### src/tasms_pkg.sv
// Shared types and constants for the two-axis stepper move sequencer.
package tasms_pkg;

   // Request action codes
   localparam logic [1:0] ACT_TICK   = 2'd0;
   localparam logic [1:0] ACT_LINEAR = 2'd1;
   localparam logic [1:0] ACT_RAPID  = 2'd2;
   localparam logic [1:0] ACT_HOME   = 2'd3;

   // Configuration register indexes
   localparam logic CSR_FEED_PERIOD  = 1'b0;
   localparam logic CSR_RAPID_PERIOD = 1'b1;

   // Period values after reset
   localparam int FEED_PERIOD_RESET  = 10;
   localparam int RAPID_PERIOD_RESET = 100;

   // Depth of the queue between front and back
   localparam int QUEUE_DEPTH = 2;
   localparam int QPTR_BITS   = $clog2(QUEUE_DEPTH);
   localparam int QCNT_BITS   = $clog2(QUEUE_DEPTH + 1);

   // Classified request control, as handed from front to back
   typedef struct packed {
      logic [1:0] action;
      logic       x_rev;
      logic       y_rev;
      logic       x_limit;
      logic       y_limit;
   } cmd_ctl_type;

endpackage

### src/tasms_front.sv
// Front stage: takes requests, splits deltas into direction and magnitude.
module tasms_front
   import tasms_pkg::*;
#(
   parameter int MOVE_BITS = 16
) (
   input  logic                 clock,
   input  logic                 reset,
   input  logic                 req_valid,
   output logic                 req_stall,
   input  logic [1:0]           req_action,
   input  logic signed [MOVE_BITS-1:0] req_delta_x,
   input  logic signed [MOVE_BITS-1:0] req_delta_y,
   input  logic                 req_x_limit,
   input  logic                 req_y_limit,
   output logic                 push_valid,
   input  logic                 push_ready,
   output cmd_ctl_type          push_ctl,
   output logic [MOVE_BITS-1:0] push_x_mag,
   output logic [MOVE_BITS-1:0] push_y_mag
);

   logic                 valid_ff, valid_in;
   cmd_ctl_type          ctl_ff, ctl_in;
   logic [MOVE_BITS-1:0] x_mag_ff, x_mag_in;
   logic [MOVE_BITS-1:0] y_mag_ff, y_mag_in;
   logic                 take;
   logic                 x_neg, y_neg;

   assign req_stall = valid_ff && !push_ready;
   assign take      = req_valid && !req_stall;

   assign x_neg = req_delta_x[MOVE_BITS-1];
   assign y_neg = req_delta_y[MOVE_BITS-1];

   always_comb begin
      ctl_in.action  = req_action;
      ctl_in.x_rev   = x_neg;
      ctl_in.y_rev   = y_neg;
      ctl_in.x_limit = req_x_limit;
      ctl_in.y_limit = req_y_limit;
      // two's complement magnitude; the most negative value maps to 2^(n-1)
      x_mag_in = x_neg ? (~req_delta_x + MOVE_BITS'(1)) : req_delta_x;
      y_mag_in = y_neg ? (~req_delta_y + MOVE_BITS'(1)) : req_delta_y;
      if (take) begin
         valid_in = 1'b1;
      end else if (push_ready) begin
         valid_in = 1'b0;
      end else begin
         valid_in = valid_ff;
      end
   end

   always_ff @(posedge clock) begin
      if (reset) begin
         valid_ff <= 1'b0;
      end else begin
         valid_ff <= valid_in;
      end
   end

   always_ff @(posedge clock) begin
      if (take) begin
         ctl_ff   <= ctl_in;
         x_mag_ff <= x_mag_in;
         y_mag_ff <= y_mag_in;
      end
   end

   assign push_valid = valid_ff;
   assign push_ctl   = ctl_ff;
   assign push_x_mag = x_mag_ff;
   assign push_y_mag = y_mag_ff;

endmodule

### src/tasms_queue.sv
// Short request queue between the front and back stages.
module tasms_queue
   import tasms_pkg::*;
#(
   parameter int WIDTH = 38
) (
   input  logic             clock,
   input  logic             reset,
   input  logic             push_valid,
   output logic             push_ready,
   input  logic [WIDTH-1:0] push_data,
   output logic             pop_valid,
   input  logic             pop_ready,
   output logic [WIDTH-1:0] pop_data
);

   logic [WIDTH-1:0]     slot_ff [QUEUE_DEPTH];
   logic [QPTR_BITS-1:0] wr_ptr_ff, wr_ptr_in;
   logic [QPTR_BITS-1:0] rd_ptr_ff, rd_ptr_in;
   logic [QCNT_BITS-1:0] count_ff, count_in;
   logic                 do_push, do_pop;

   assign push_ready = (count_ff != QCNT_BITS'(QUEUE_DEPTH));
   assign pop_valid  = (count_ff != '0);
   assign do_push    = push_valid && push_ready;
   assign do_pop     = pop_valid && pop_ready;
   assign pop_data   = slot_ff[rd_ptr_ff];

   always_comb begin
      wr_ptr_in = wr_ptr_ff;
      rd_ptr_in = rd_ptr_ff;
      count_in  = count_ff;
      if (do_push) begin
         wr_ptr_in = (wr_ptr_ff == QPTR_BITS'(QUEUE_DEPTH - 1)) ? '0
                     : wr_ptr_ff + QPTR_BITS'(1);
      end
      if (do_pop) begin
         rd_ptr_in = (rd_ptr_ff == QPTR_BITS'(QUEUE_DEPTH - 1)) ? '0
                     : rd_ptr_ff + QPTR_BITS'(1);
      end
      if (do_push && !do_pop) begin
         count_in = count_ff + QCNT_BITS'(1);
      end else if (do_pop && !do_push) begin
         count_in = count_ff - QCNT_BITS'(1);
      end
   end

   always_ff @(posedge clock) begin
      if (reset) begin
         wr_ptr_ff <= '0;
         rd_ptr_ff <= '0;
         count_ff  <= '0;
      end else begin
         wr_ptr_ff <= wr_ptr_in;
         rd_ptr_ff <= rd_ptr_in;
         count_ff  <= count_in;
      end
   end

   always_ff @(posedge clock) begin
      if (do_push) begin
         slot_ff[wr_ptr_ff] <= push_data;
      end
   end

endmodule

### src/tasms_back.sv
// Back stage: motion sequencer state, period registers and result register.
module tasms_back
   import tasms_pkg::*;
#(
   parameter int MOVE_BITS   = 16,
   parameter int PERIOD_BITS = 16
) (
   input  logic                   clock,
   input  logic                   reset,
   input  logic                   pop_valid,
   output logic                   pop_ready,
   input  cmd_ctl_type            pop_ctl,
   input  logic [MOVE_BITS-1:0]   pop_x_mag,
   input  logic [MOVE_BITS-1:0]   pop_y_mag,
   input  logic                   csr_valid,
   output logic                   csr_ready,
   input  logic                   csr_index,
   input  logic [PERIOD_BITS-1:0] csr_wdata,
   output logic                   rsp_valid,
   input  logic                   rsp_stall,
   output logic [3:0]             rsp_x_coils,
   output logic [3:0]             rsp_y_coils,
   output logic                   rsp_busy_res,
   output logic                   rsp_finished,
   output logic                   rsp_rejected
);

   localparam logic [2:0] MODE_IDLE     = 3'd0;
   localparam logic [2:0] MODE_DIAG_X   = 3'd1;
   localparam logic [2:0] MODE_DIAG_Y   = 3'd2;
   localparam logic [2:0] MODE_STRAIGHT = 3'd3;
   localparam logic [2:0] MODE_HOME_X   = 3'd4;
   localparam logic [2:0] MODE_HOME_Y   = 3'd5;

   localparam logic [1:0] PHASE_LAST = 2'd3;

   function automatic logic [3:0] coil_onehot(input logic [1:0] phase, input logic rev);
      logic [1:0] p;
      p = rev ? (PHASE_LAST - phase) : phase;
      coil_onehot = 4'b0001 << p;
   endfunction

   // period registers
   logic [PERIOD_BITS-1:0] feed_ff, rapid_ff;

   // sequencer state
   logic [2:0]             mode_ff, mode_in;
   logic [MOVE_BITS-1:0]   diag_ff, diag_in;
   logic [MOVE_BITS-1:0]   straight_ff, straight_in;
   logic                   str_y_ff, str_y_in;
   logic                   x_rev_ff, x_rev_in;
   logic                   y_rev_ff, y_rev_in;
   logic [1:0]             phase_ff, phase_in;
   logic [PERIOD_BITS-1:0] tick_ff, tick_in;
   logic [PERIOD_BITS-1:0] period_ff, period_in;

   // result register
   logic       out_valid_ff, out_valid_in;
   logic [3:0] x_coils_ff, x_coils_in;
   logic [3:0] y_coils_ff, y_coils_in;
   logic       busy_ff, busy_in;
   logic       fin_ff, fin_in;
   logic       rej_ff, rej_in;

   logic                   take;
   logic                   y_longer;
   logic [MOVE_BITS-1:0]   short_mag, long_rest;
   logic [MOVE_BITS-1:0]   diag_dec, straight_dec;
   logic [PERIOD_BITS-1:0] tick_inc;

   assign pop_ready = !out_valid_ff || !rsp_stall;
   assign take      = pop_valid && pop_ready;
   assign csr_ready = 1'b1;

   // split a move into diagonal units and a straight remainder
   assign y_longer  = (pop_y_mag > pop_x_mag);
   assign short_mag = y_longer ? pop_x_mag : pop_y_mag;
   assign long_rest = y_longer ? (pop_y_mag - pop_x_mag) : (pop_x_mag - pop_y_mag);

   assign diag_dec     = diag_ff - MOVE_BITS'(1);
   assign straight_dec = straight_ff - MOVE_BITS'(1);
   assign tick_inc     = tick_ff + PERIOD_BITS'(1);

   always_comb begin
      mode_in     = mode_ff;
      diag_in     = diag_ff;
      straight_in = straight_ff;
      str_y_in    = str_y_ff;
      x_rev_in    = x_rev_ff;
      y_rev_in    = y_rev_ff;
      phase_in    = phase_ff;
      tick_in     = tick_ff;
      period_in   = period_ff;
      fin_in      = 1'b0;
      rej_in      = 1'b0;

      if (pop_ctl.action != ACT_TICK) begin
         if (mode_ff != MODE_IDLE) begin
            rej_in = 1'b1;
         end else if (pop_ctl.action == ACT_HOME) begin
            period_in   = rapid_ff;
            x_rev_in    = 1'b1;
            y_rev_in    = 1'b1;
            diag_in     = '0;
            straight_in = '0;
            phase_in    = '0;
            tick_in     = '0;
            mode_in     = MODE_HOME_X;
         end else begin
            x_rev_in    = pop_ctl.x_rev;
            y_rev_in    = pop_ctl.y_rev;
            str_y_in    = y_longer;
            diag_in     = short_mag;
            straight_in = long_rest;
            period_in   = (pop_ctl.action == ACT_LINEAR) ? feed_ff : rapid_ff;
            phase_in    = '0;
            tick_in     = '0;
            if (short_mag != '0) begin
               mode_in = MODE_DIAG_X;
            end else if (long_rest != '0) begin
               mode_in = MODE_STRAIGHT;
            end else begin
               mode_in = MODE_IDLE;
               fin_in  = 1'b1;
            end
         end
      end else if (mode_ff != MODE_IDLE) begin
         if (tick_inc >= period_ff) begin
            tick_in = '0;
            if (phase_ff == PHASE_LAST) begin
               // four-phase cycle complete
               phase_in = '0;
               unique case (mode_ff)
                  MODE_DIAG_X: begin
                     mode_in = MODE_DIAG_Y;
                  end
                  MODE_DIAG_Y: begin
                     diag_in = diag_dec;
                     if (diag_dec != '0) begin
                        mode_in = MODE_DIAG_X;
                     end else if (straight_ff != '0) begin
                        mode_in = MODE_STRAIGHT;
                     end else begin
                        mode_in = MODE_IDLE;
                        fin_in  = 1'b1;
                     end
                  end
                  MODE_STRAIGHT: begin
                     straight_in = straight_dec;
                     if (straight_dec == '0) begin
                        mode_in = MODE_IDLE;
                        fin_in  = 1'b1;
                     end
                  end
                  MODE_HOME_X: begin
                     if (!pop_ctl.x_limit) begin
                        mode_in = MODE_HOME_Y;
                     end
                  end
                  MODE_HOME_Y: begin
                     if (!pop_ctl.y_limit) begin
                        mode_in = MODE_IDLE;
                        fin_in  = 1'b1;
                     end
                  end
                  default: begin
                     mode_in = MODE_IDLE;
                     fin_in  = 1'b1;
                  end
               endcase
            end else begin
               phase_in = phase_ff + 2'd1;
            end
         end else begin
            tick_in = tick_inc;
         end
      end

      // coil drive for the state after this request
      x_coils_in = '0;
      y_coils_in = '0;
      unique case (mode_in) inside
         MODE_DIAG_X, MODE_HOME_X: begin
            x_coils_in = coil_onehot(phase_in, x_rev_in);
         end
         MODE_DIAG_Y, MODE_HOME_Y: begin
            y_coils_in = coil_onehot(phase_in, y_rev_in);
         end
         MODE_STRAIGHT: begin
            if (str_y_in) begin
               y_coils_in = coil_onehot(phase_in, y_rev_in);
            end else begin
               x_coils_in = coil_onehot(phase_in, x_rev_in);
            end
         end
         default: begin
         end
      endcase
      busy_in = (mode_in != MODE_IDLE);

      if (take) begin
         out_valid_in = 1'b1;
      end else if (!rsp_stall) begin
         out_valid_in = 1'b0;
      end else begin
         out_valid_in = out_valid_ff;
      end
   end

   always_ff @(posedge clock) begin
      if (reset) begin
         feed_ff      <= PERIOD_BITS'(FEED_PERIOD_RESET);
         rapid_ff     <= PERIOD_BITS'(RAPID_PERIOD_RESET);
         mode_ff      <= MODE_IDLE;
         diag_ff      <= '0;
         straight_ff  <= '0;
         str_y_ff     <= 1'b0;
         x_rev_ff     <= 1'b0;
         y_rev_ff     <= 1'b0;
         phase_ff     <= '0;
         tick_ff      <= '0;
         period_ff    <= PERIOD_BITS'(FEED_PERIOD_RESET);
         out_valid_ff <= 1'b0;
      end else begin
         if (csr_valid && csr_ready) begin
            if (csr_index == CSR_FEED_PERIOD) begin
               feed_ff <= csr_wdata;
            end else begin
               rapid_ff <= csr_wdata;
            end
         end
         if (take) begin
            mode_ff     <= mode_in;
            diag_ff     <= diag_in;
            straight_ff <= straight_in;
            str_y_ff    <= str_y_in;
            x_rev_ff    <= x_rev_in;
            y_rev_ff    <= y_rev_in;
            phase_ff    <= phase_in;
            tick_ff     <= tick_in;
            period_ff   <= period_in;
         end
         out_valid_ff <= out_valid_in;
      end
   end

   always_ff @(posedge clock) begin
      if (take) begin
         x_coils_ff <= x_coils_in;
         y_coils_ff <= y_coils_in;
         busy_ff    <= busy_in;
         fin_ff     <= fin_in;
         rej_ff     <= rej_in;
      end
   end

   assign rsp_valid    = out_valid_ff;
   assign rsp_x_coils  = x_coils_ff;
   assign rsp_y_coils  = y_coils_ff;
   assign rsp_busy_res = busy_ff;
   assign rsp_finished = fin_ff;
   assign rsp_rejected = rej_ff;

`ifndef ASSERT_OFF
   a_one_coil: assert property (@(posedge clock) disable iff (reset)
      out_valid_ff |-> ($onehot0({x_coils_ff, y_coils_ff})))
      else $error("more than one coil energized");

   a_idle_no_coil: assert property (@(posedge clock) disable iff (reset)
      (out_valid_ff && !busy_ff) |-> (x_coils_ff == '0 && y_coils_ff == '0))
      else $error("coil driven while idle");

   a_busy_coil: assert property (@(posedge clock) disable iff (reset)
      (out_valid_ff && busy_ff) |-> (x_coils_ff != '0 || y_coils_ff != '0))
      else $error("busy without a coil");

   a_fin_idle: assert property (@(posedge clock) disable iff (reset)
      (out_valid_ff && fin_ff) |-> (!busy_ff && !rej_ff))
      else $error("finished while still busy or rejected");

   a_idle_clear: assert property (@(posedge clock) disable iff (reset)
      (mode_ff == MODE_IDLE) |-> (phase_ff == '0 && tick_ff == '0))
      else $error("idle with phase or tick count left over");
`endif

endmodule

### src/two_axis_stepper_move_sequencer_core.sv
// Top level of the two-axis stepper move sequencer: front, queue and back.
//
//  channel  prefix  handshake          payload
//  request  req_    valid / stall      action, delta_x, delta_y, x_limit, y_limit
//  result   rsp_    valid / stall      x_coils, y_coils, busy_res, finished, rejected
//  config   csr_    valid / ready      index (0 feed, 1 rapid), wdata
//
//  One request per clock sustained while rsp_stall is low; every request gives exactly one result.
//  A request passes through the front register, a queue slot and the result register.
//  The back stage's state update sets the rate.
//  Synchronous active-high reset: periods 10 / 100, sequencer idle, queue empty.
//  rsp_stall holds the result register; the 2-entry queue and front register
//  keep taking requests until they fill, then req_stall rises.
//  csr_ready is always high; writes belong in idle time.
module two_axis_stepper_move_sequencer_core
   import tasms_pkg::*;
#(
   parameter int MOVE_BITS   = 16,
   parameter int PERIOD_BITS = 16
) (
   input  logic                   clock,
   input  logic                   reset,
   input  logic                   req_valid,
   output logic                   req_stall,
   input  logic [1:0]             req_action,
   input  logic signed [MOVE_BITS-1:0] req_delta_x,
   input  logic signed [MOVE_BITS-1:0] req_delta_y,
   input  logic                   req_x_limit,
   input  logic                   req_y_limit,
   output logic                   rsp_valid,
   input  logic                   rsp_stall,
   output logic [3:0]             rsp_x_coils,
   output logic [3:0]             rsp_y_coils,
   output logic                   rsp_busy_res,
   output logic                   rsp_finished,
   output logic                   rsp_rejected,
   input  logic                   csr_valid,
   output logic                   csr_ready,
   input  logic                   csr_index,
   input  logic [PERIOD_BITS-1:0] csr_wdata
);

   localparam int ENTRY_BITS = $bits(cmd_ctl_type) + 2 * MOVE_BITS;

   // front -> queue
   logic                 f_valid, f_ready;
   cmd_ctl_type          f_ctl;
   logic [MOVE_BITS-1:0] f_x_mag, f_y_mag;

   // queue -> back
   logic                  q_valid, q_ready;
   logic [ENTRY_BITS-1:0] q_data;
   cmd_ctl_type           q_ctl;
   logic [MOVE_BITS-1:0]  q_x_mag, q_y_mag;

   tasms_front #(
      .MOVE_BITS (MOVE_BITS)
   ) u_front (
      .clock       (clock),
      .reset       (reset),
      .req_valid   (req_valid),
      .req_stall   (req_stall),
      .req_action  (req_action),
      .req_delta_x (req_delta_x),
      .req_delta_y (req_delta_y),
      .req_x_limit (req_x_limit),
      .req_y_limit (req_y_limit),
      .push_valid  (f_valid),
      .push_ready  (f_ready),
      .push_ctl    (f_ctl),
      .push_x_mag  (f_x_mag),
      .push_y_mag  (f_y_mag)
   );

   tasms_queue #(
      .WIDTH (ENTRY_BITS)
   ) u_queue (
      .clock      (clock),
      .reset      (reset),
      .push_valid (f_valid),
      .push_ready (f_ready),
      .push_data  ({f_ctl, f_x_mag, f_y_mag}),
      .pop_valid  (q_valid),
      .pop_ready  (q_ready),
      .pop_data   (q_data)
   );

   assign {q_ctl, q_x_mag, q_y_mag} = q_data;

   tasms_back #(
      .MOVE_BITS   (MOVE_BITS),
      .PERIOD_BITS (PERIOD_BITS)
   ) u_back (
      .clock        (clock),
      .reset        (reset),
      .pop_valid    (q_valid),
      .pop_ready    (q_ready),
      .pop_ctl      (q_ctl),
      .pop_x_mag    (q_x_mag),
      .pop_y_mag    (q_y_mag),
      .csr_valid    (csr_valid),
      .csr_ready    (csr_ready),
      .csr_index    (csr_index),
      .csr_wdata    (csr_wdata),
      .rsp_valid    (rsp_valid),
      .rsp_stall    (rsp_stall),
      .rsp_x_coils  (rsp_x_coils),
      .rsp_y_coils  (rsp_y_coils),
      .rsp_busy_res (rsp_busy_res),
      .rsp_finished (rsp_finished),
      .rsp_rejected (rsp_rejected)
   );

endmodule
### config.mk
export PLATFORM = sky130hd
export DESIGN_NAME = two_axis_stepper_move_sequencer_core
export DESIGN_NICKNAME = d
export VERILOG_FILES = /design/src/tasms_pkg.sv /design/src/tasms_front.sv /design/src/tasms_queue.sv /design/src/tasms_back.sv /design/src/two_axis_stepper_move_sequencer_core.sv
export SDC_FILE = /design/constraint.sdc
export NUM_CORES = 1
export LEC_CHECK = 0
export ABC_AREA = 1
export BUFFER_PORTS_ARGS = -buffer_cell sky130_fd_sc_hd__buf_2
export CAP_MARGIN = 20
export CORE_MARGIN = 8
export CORE_UTILIZATION = 40
export DETAILED_ROUTE_END_ITERATION = 12
export GPL_TIMING_DRIVEN = 0
export RECOVER_POWER = 100
export REMOVE_ABC_BUFFERS = 1
export SLEW_MARGIN = 10
export SYNTH_ARGS = -nofsm -noshare
export SYNTH_HDL_FRONTEND = slang
export SYNTH_SLANG_ARGS = --single-unit
### constraint.sdc
create_clock -name clock -period 5.1 [get_ports clock]
set_input_delay 0.765 -clock clock [delete_from_list [all_inputs] [get_ports clock]]
set_output_delay 0.765 -clock clock [all_outputs]
set_load 0.02 [all_outputs]
## Word-level counts from Yosys, hierarchy flattened

Memories as Yosys holds them, arrays and structs flattened. A register that Yosys moved wholly into a read port is not among the register bits.
Index checks and enable logic that the tools add are counted.

- Memories kept: 1
- Logic and storage cells: 190
- Bits in registers: 159
- RAM bits: 76
- Output and inout bits: 14

Memories:

| name | depth | bits a word | rd ports | clocked after memory_dff | write ports | line | text |
|---|---|---|---|---|---|---|---|
| u_queue.slot_ff | 2 | 38 | 1 | 1 | 1 | tasms_queue.sv:17 | `logic [WIDTH-1:0] slot_ff [QUEUE_DEPTH];` |

- Bitwise gates (word level): 4
- Reduce and logical (&&, ||, !) cells: 38
- Shifts and indexed selects: 2
- Order comparisons: 2
- Multiplexer cells: 84
- Eq/ne operators: 16
- $add $sub $neg: 13

Operators by type and width:

| operator | count |
|---|---|
| $mux 16 | 22 |
| $reduce_bool 16->1 | 4 |
| $mux 3 | 11 |
| $add 16x2->16 const B | 2 |
| $mux 1 | 32 |
| $not 16->16 | 2 |
| $sub 16x1->16 const B | 2 |
| $sub 16x16->16 | 2 |
| $mux 15 | 2 |
| $mux 2 | 11 |
| $reduce_bool 2->1 | 9 |
| $add 16x1->16 const B | 1 |
| $ge 16x16->1 | 1 |
| $gt 16x16->1 | 1 |
| $logic_not 16->1 | 1 |
| $pmux 4 s2 | 2 |
| $pmux 3 s5 | 1 |
| $eq 3x2->1 const B | 4 |
| $eq 3x3->1 const B | 4 |
| $reduce_and 6->1 | 2 |
| $mux 4 | 2 |
| $shl 1x2->4 const A | 2 |
| $eq 3x1->1 const B | 2 |
| $logic_and 1x1->1 | 6 |
| 16 further kinds | 31 |

## Logic depth before layout (Yosys ltp)

- Word-level depth: 11
- Depth in mapped cells: 30
- Mapped depth without buffers: 28

## Hierarchy

A second synthesis with hierarchy kept.

- Cells, all modules: 1859
- Area total of the unflattened synthesis: 14248.7 sq um

By module, submodules not included:

| module | cells an instance | times used | seq. area each (sq um) | area each (sq um) |
|---|---|---|---|---|
| tasms_back | 1502 | 1 | 2432.3 | 9213.8 |
| tasms_queue | 155 | 1 | 2382.3 | 3062.9 |
| tasms_front | 202 | 1 | 1161.1 | 1971.9 |

## Worst setup path after synthesis

Ideal clock, no wire load.

- Path kind: reg2reg
- From: register with a tool-made name
- To: register u_back.x_coils_ff[0] (netlist: u_back.rsp_x_coils[0]) (data pin)
- Setup slack: 1.386 ns
- Cell stages (with the launch flop): 28
- Setup time: 0.252 ns
- Buffers on the path: 4
- Data arrival time: 3.462 ns
- Path through: dfxtp_1 > clkbuf_1 > clkbuf_1 > o21ai_0 > ha_1 > fa_1 > inv_1 > nand3_1 > nand2_1 > nand2_1 > nand2_1 > nand2_2 > nand2_4 > nand2_4 > buf_6 > buf_6 > nand2_1 > nand2_1 > nor2_2 > nand2_1 > nor2_1 > nand3_1 > nand2_2 > nand2_2 > nor2_4 > nand2_1 > nand3_2 > nor2_1

RTL lines:

| item | line | text |
|---|---|---|
| end signal: assignment | tasms_back.sv:249 | `x_coils_ff <= x_coils_in;` |
| end: declaration | tasms_back.sv:59 | `logic [3:0] x_coils_ff, x_coils_in;` |

==> out/results.txt <==
Max Transition Viols Final -> 132
switching portion of total power -> 49.2%
cell area after synthesis -> 0.0139 mm²
WL/cell -> 14.4 µm
width of the die -> 202 µm
Seq/Total Area, Yosys -> 43.0%
Longest Clk Path Bufs -> 3
average size of a mapped cell -> 7.60 µm²
flop and latch count out of synthesis -> 236
share of total power in combinational logic -> 58.2%
power share of the sequential group -> 24.0%
internal power consumption -> 5.70 mW
Async S/R FF share, synth -> 0%
part of the cycle the worst path needs -> 91.6%
port bufs -> 70
core box area -> 0.0344 mm²
Worst-path clk slew -> 60 ps
vertical extent of the die -> 202 µm
synth-to-layout area growth -> 12.0%
Die Outline Area -> 0.0409 mm²
failing checks -> max-capacitance violations, max-slew violations
starting DRC count in detailed routing -> 824
depth of the CTS H-tree -> 1
GRT overflow -> 0
Synth Warn # -> 0
Vias per Instance -> 4.92
Clk network pwr share -> 17.7%
endpoints failing hold -> 0
setup repair after global routing missed its margin -> false
Design Area, Final -> 0.0155 mm²
antenna diode count -> 0
measured slew at the worst slew-check pin -> 2020 ps
maximum resistive drop on vdd -> 0.000278 V
distinct cell type count after synthesis -> 47
class of the most critical setup path -> reg2reg
clock latency reported for the late side of the worst-skew pair -> 550 ps
Max-Slew Margin vs Limit -> -34.7%
# DRC -> 0
antenna violations before repair -> 0
P_leak -> 7.14 nW
placed cell count -> 2301
combined global-route utilization of all metal layers -> 16.2%
outcome -> finished, violations left
TritonCTS sink count -> 236
buffer type at the clock tree root -> sky130_fd_sc_hd__clkbuf_16
fmax -> 0.214 GHz
Placement Cell Area -> 0.0147 mm²
dpl hpwl -> 25.0 mm
Routability Congestion -> 0.901
power density relative to cell area -> 721 mW/mm²
number of filler instances in the final layout -> 3522
Setup Viol. Count Final -> 0
number of standard cells after synthesis -> 1828
maximum fanout along the worst path -> 39
worst setup skew after layout -> 17.0 ps
maximum number of pins on one net before global-route repair -> 66
TritonRoute pass-1 iters -> 6
nature of the critical path startpoint -> flop
switching component of the power -> 5.51 mW
non-filler cells in the finished layout -> 2358
TritonCTS clock tree -> built
number of synthesized flops with an enable pin -> 125
via count of the first global-routing pass -> 11100
I/O pin count -> 72
most common flop cell mapped by yosys -> sky130_fd_sc_hd__edfxtp_1
nets@finish -> 1998
worst path arrival time -> 4970 ps
endpoint kind of the worst setup timing path -> flop
hold-fix buffers at CTS -> 0
layout cells sized above 1 -> 8.57%
number of clock buffers inserted by TritonCTS -> 29
required time of the critical path -> 5400 ps
starting utilization of the core area -> 40.4%
MaxCap Viol Count -> 4
site row count -> 68
final critical path time including I/O delays and setup -> 4670 ps
first-pass GRT wire length -> 55.6 mm
Tightest Hold Check Type -> in2reg
routed vias -> 11600
WL final -> 34.0 mm
number of routed nets with antenna violations -> 0
setup TNS after final layout -> 0 ps
[worst max-delay path, stage by stage (launching register included)]
cell                      delay (ps)
sky130_fd_sc_hd__dfxtp_4         490
sky130_fd_sc_hd__inv_4           190
sky130_fd_sc_hd__or2_2           310
sky130_fd_sc_hd__o21ai_0         270
sky130_fd_sc_hd__inv_1           100
sky130_fd_sc_hd__ha_1            450
sky130_fd_sc_hd__nand2_1         180
sky130_fd_sc_hd__nor3_4          260
sky130_fd_sc_hd__nand3_4         260
sky130_fd_sc_hd__nand2_8         310
sky130_fd_sc_hd__nand2_1          90
sky130_fd_sc_hd__nand2_1         150
sky130_fd_sc_hd__nand2_1          80
sky130_fd_sc_hd__nor2_1          140
sky130_fd_sc_hd__nand2_1          60
sky130_fd_sc_hd__nor2_1          230
sky130_fd_sc_hd__nand3_1         200
sky130_fd_sc_hd__nand2_2         120
sky130_fd_sc_hd__nand2_2          70
sky130_fd_sc_hd__nor2_4          130
sky130_fd_sc_hd__nand2_1          70
sky130_fd_sc_hd__nand3_1         170
sky130_fd_sc_hd__nor2_1           60
[sequential cells by signal, summed over array words and instances (netlist names), 2 cells and up, named ones only]
signal	count
u_back.mode_ff	3
u_back.diag_ff	16
u_front.push_x_mag	16
u_back.rsp_y_coils	4
u_front.push_ctl	6
u_queue.slot_ff	76
u_back.straight_ff	16
u_back.tick_ff	16
u_back.rapid_ff	16
u_back.feed_ff	16
u_back.period_ff	16
u_front.push_y_mag	16
u_queue.count_ff	2
u_back.phase_ff	2
u_back.rsp_x_coils	4
[repair_timing]
action | CTS | global route
setup endpoints to repair | 28 | 10
pin swaps | 0 | 1
resized for setup | 4 | 6
setup buffers | 1 | 1
[cells in the mapped netlist (5+ instances only)]
cell type / count / share of area (%)
sky130_fd_sc_hd__a211oi_1: 9 / 0.49
sky130_fd_sc_hd__a21oi_1: 65 / 2.3
sky130_fd_sc_hd__a22oi_1: 25 / 1.4
sky130_fd_sc_hd__buf_2: 11 / 0.40
sky130_fd_sc_hd__buf_4: 5 / 0.27
sky130_fd_sc_hd__clkbuf_1: 37 / 1.0
sky130_fd_sc_hd__dfxtp_1: 111 / 16
sky130_fd_sc_hd__edfxtp_1: 125 / 27
sky130_fd_sc_hd__ha_1: 58 / 5.2
sky130_fd_sc_hd__inv_1: 273 / 7.4
sky130_fd_sc_hd__nand2_1: 438 / 12
sky130_fd_sc_hd__nand2_2: 9 / 0.41
sky130_fd_sc_hd__nand3_1: 99 / 3.6
sky130_fd_sc_hd__nand4_1: 13 / 0.59
sky130_fd_sc_hd__nor2_1: 210 / 5.7
sky130_fd_sc_hd__nor3_1: 22 / 0.79
sky130_fd_sc_hd__o211ai_1: 27 / 1.5
sky130_fd_sc_hd__o21ai_0: 111 / 4.0
sky130_fd_sc_hd__o22ai_1: 15 / 0.68
sky130_fd_sc_hd__or2_2: 34 / 1.5
sky130_fd_sc_hd__xnor2_1: 15 / 0.95
sky130_fd_sc_hd__xor2_1: 60 / 3.8
[placed cells by master, fill, tap and decap left out, types with 32 or more instances in the layout]
| cell | n |
|---|---|
| sky130_fd_sc_hd__edfxtp_1 | 125 |
| sky130_fd_sc_hd__nand3_1 | 100 |
| sky130_fd_sc_hd__o21ai_0 | 110 |
| sky130_fd_sc_hd__inv_1 | 273 |
| sky130_fd_sc_hd__ha_1 | 58 |
| sky130_fd_sc_hd__dfxtp_1 | 110 |
| sky130_fd_sc_hd__or2_2 | 34 |
| sky130_fd_sc_hd__buf_2 | 50 |
| sky130_fd_sc_hd__clkbuf_1 | 32 |
| sky130_fd_sc_hd__xor2_1 | 60 |
| sky130_fd_sc_hd__nand2_1 | 438 |
| sky130_fd_sc_hd__a21oi_1 | 65 |
| sky130_fd_sc_hd__nor2_1 | 210 |
[per-layer routing]
metal	routed length (µm)	up-vias	track usage, %
met5	0	-	0
met4	514	0	3.29
met3	1260	35	2.07
met2	15800	192	27.5
met1	16400	5360	21.9
li1	-	6011	-
[layout make-up]
| class | count | area (µm²) | share of cell area (%) |
|---|---|---|---|
| clock inverters | 13 | 125 | 0.805 |
| repair buffers | 79 | 398 | 2.56 |
| clock buffers | 41 | 811 | 5.21 |
| flip-flops and latches | 236 | 5980 | 38.5 |
| multi-input cells | 1255 | 6620 | 42.5 |
| well taps | 455 | 569 | 3.66 |
| inverters | 279 | 1050 | 6.76 |
[cells by family after synthesis]
group / after synthesis / share of synthesized area (%)
AO/OA/AOI/OAI: 267 / 11.1
XOR/XNOR: 75 / 4.73
adder cells (fa/ha/maj): 60 / 5.52
buffers and inverters: 337 / 9.51
flip-flops: 236 / 43.0
multiplexers: 2 / 0.144
other: 1 / 0.0270
AND/OR/NAND/NOR: 850 / 25.9
[stage by stage]
| step | hold WS [ps] | setup slack (ps) | util, % | total power [mW] |
|---|---|---|---|---|
| 5_1_grt | 369 | 10.1 | 45.2 | 12.3 |
| 3_5_place_dp | 432 | -645 | 42.7 | 9.19 |
| 2_1_floorplan | 421 | 686 | - | 7.50 |
| 3_3_place_gp | 423 | -2400 | 42.3 | 9.10 |
| 6_report | 392 | 430 | 45.2 | 11.2 |
| 4_1_cts | 361 | 142 | 45.5 | 11.3 |
[power groups by stage]
stage	sequential, mW	combinational, mW	clock [mW]
floorplan	2.72	4.78	0
global placement	2.74	6.36	0
detailed placement	2.74	6.45	0
CTS	2.70	6.52	2.05
global route	2.75	7.46	2.13
finish	2.70	6.53	1.99
[path summary, 6_finish.rpt]
kind | endpoint | slack, ps | from | depth (start not counted)
max | u_back.rsp_x_coils[3]$_DFFE_PP_ | 430 | flop | 22
min | u_front.push_ctl[4]$_DFFE_PP_ | 390 | req_action[0] | 1
max reg2reg | u_back.rsp_x_coils[3]$_DFFE_PP_ | 430 | flop | 22
min reg2reg | u_queue.slot_ff[1][24]$_DFFE_PP_ | 440 | u_front.push_x_mag[8]$_DFFE_PP_ | 0
Note: power is estimated with default switching activity, not from simulation.
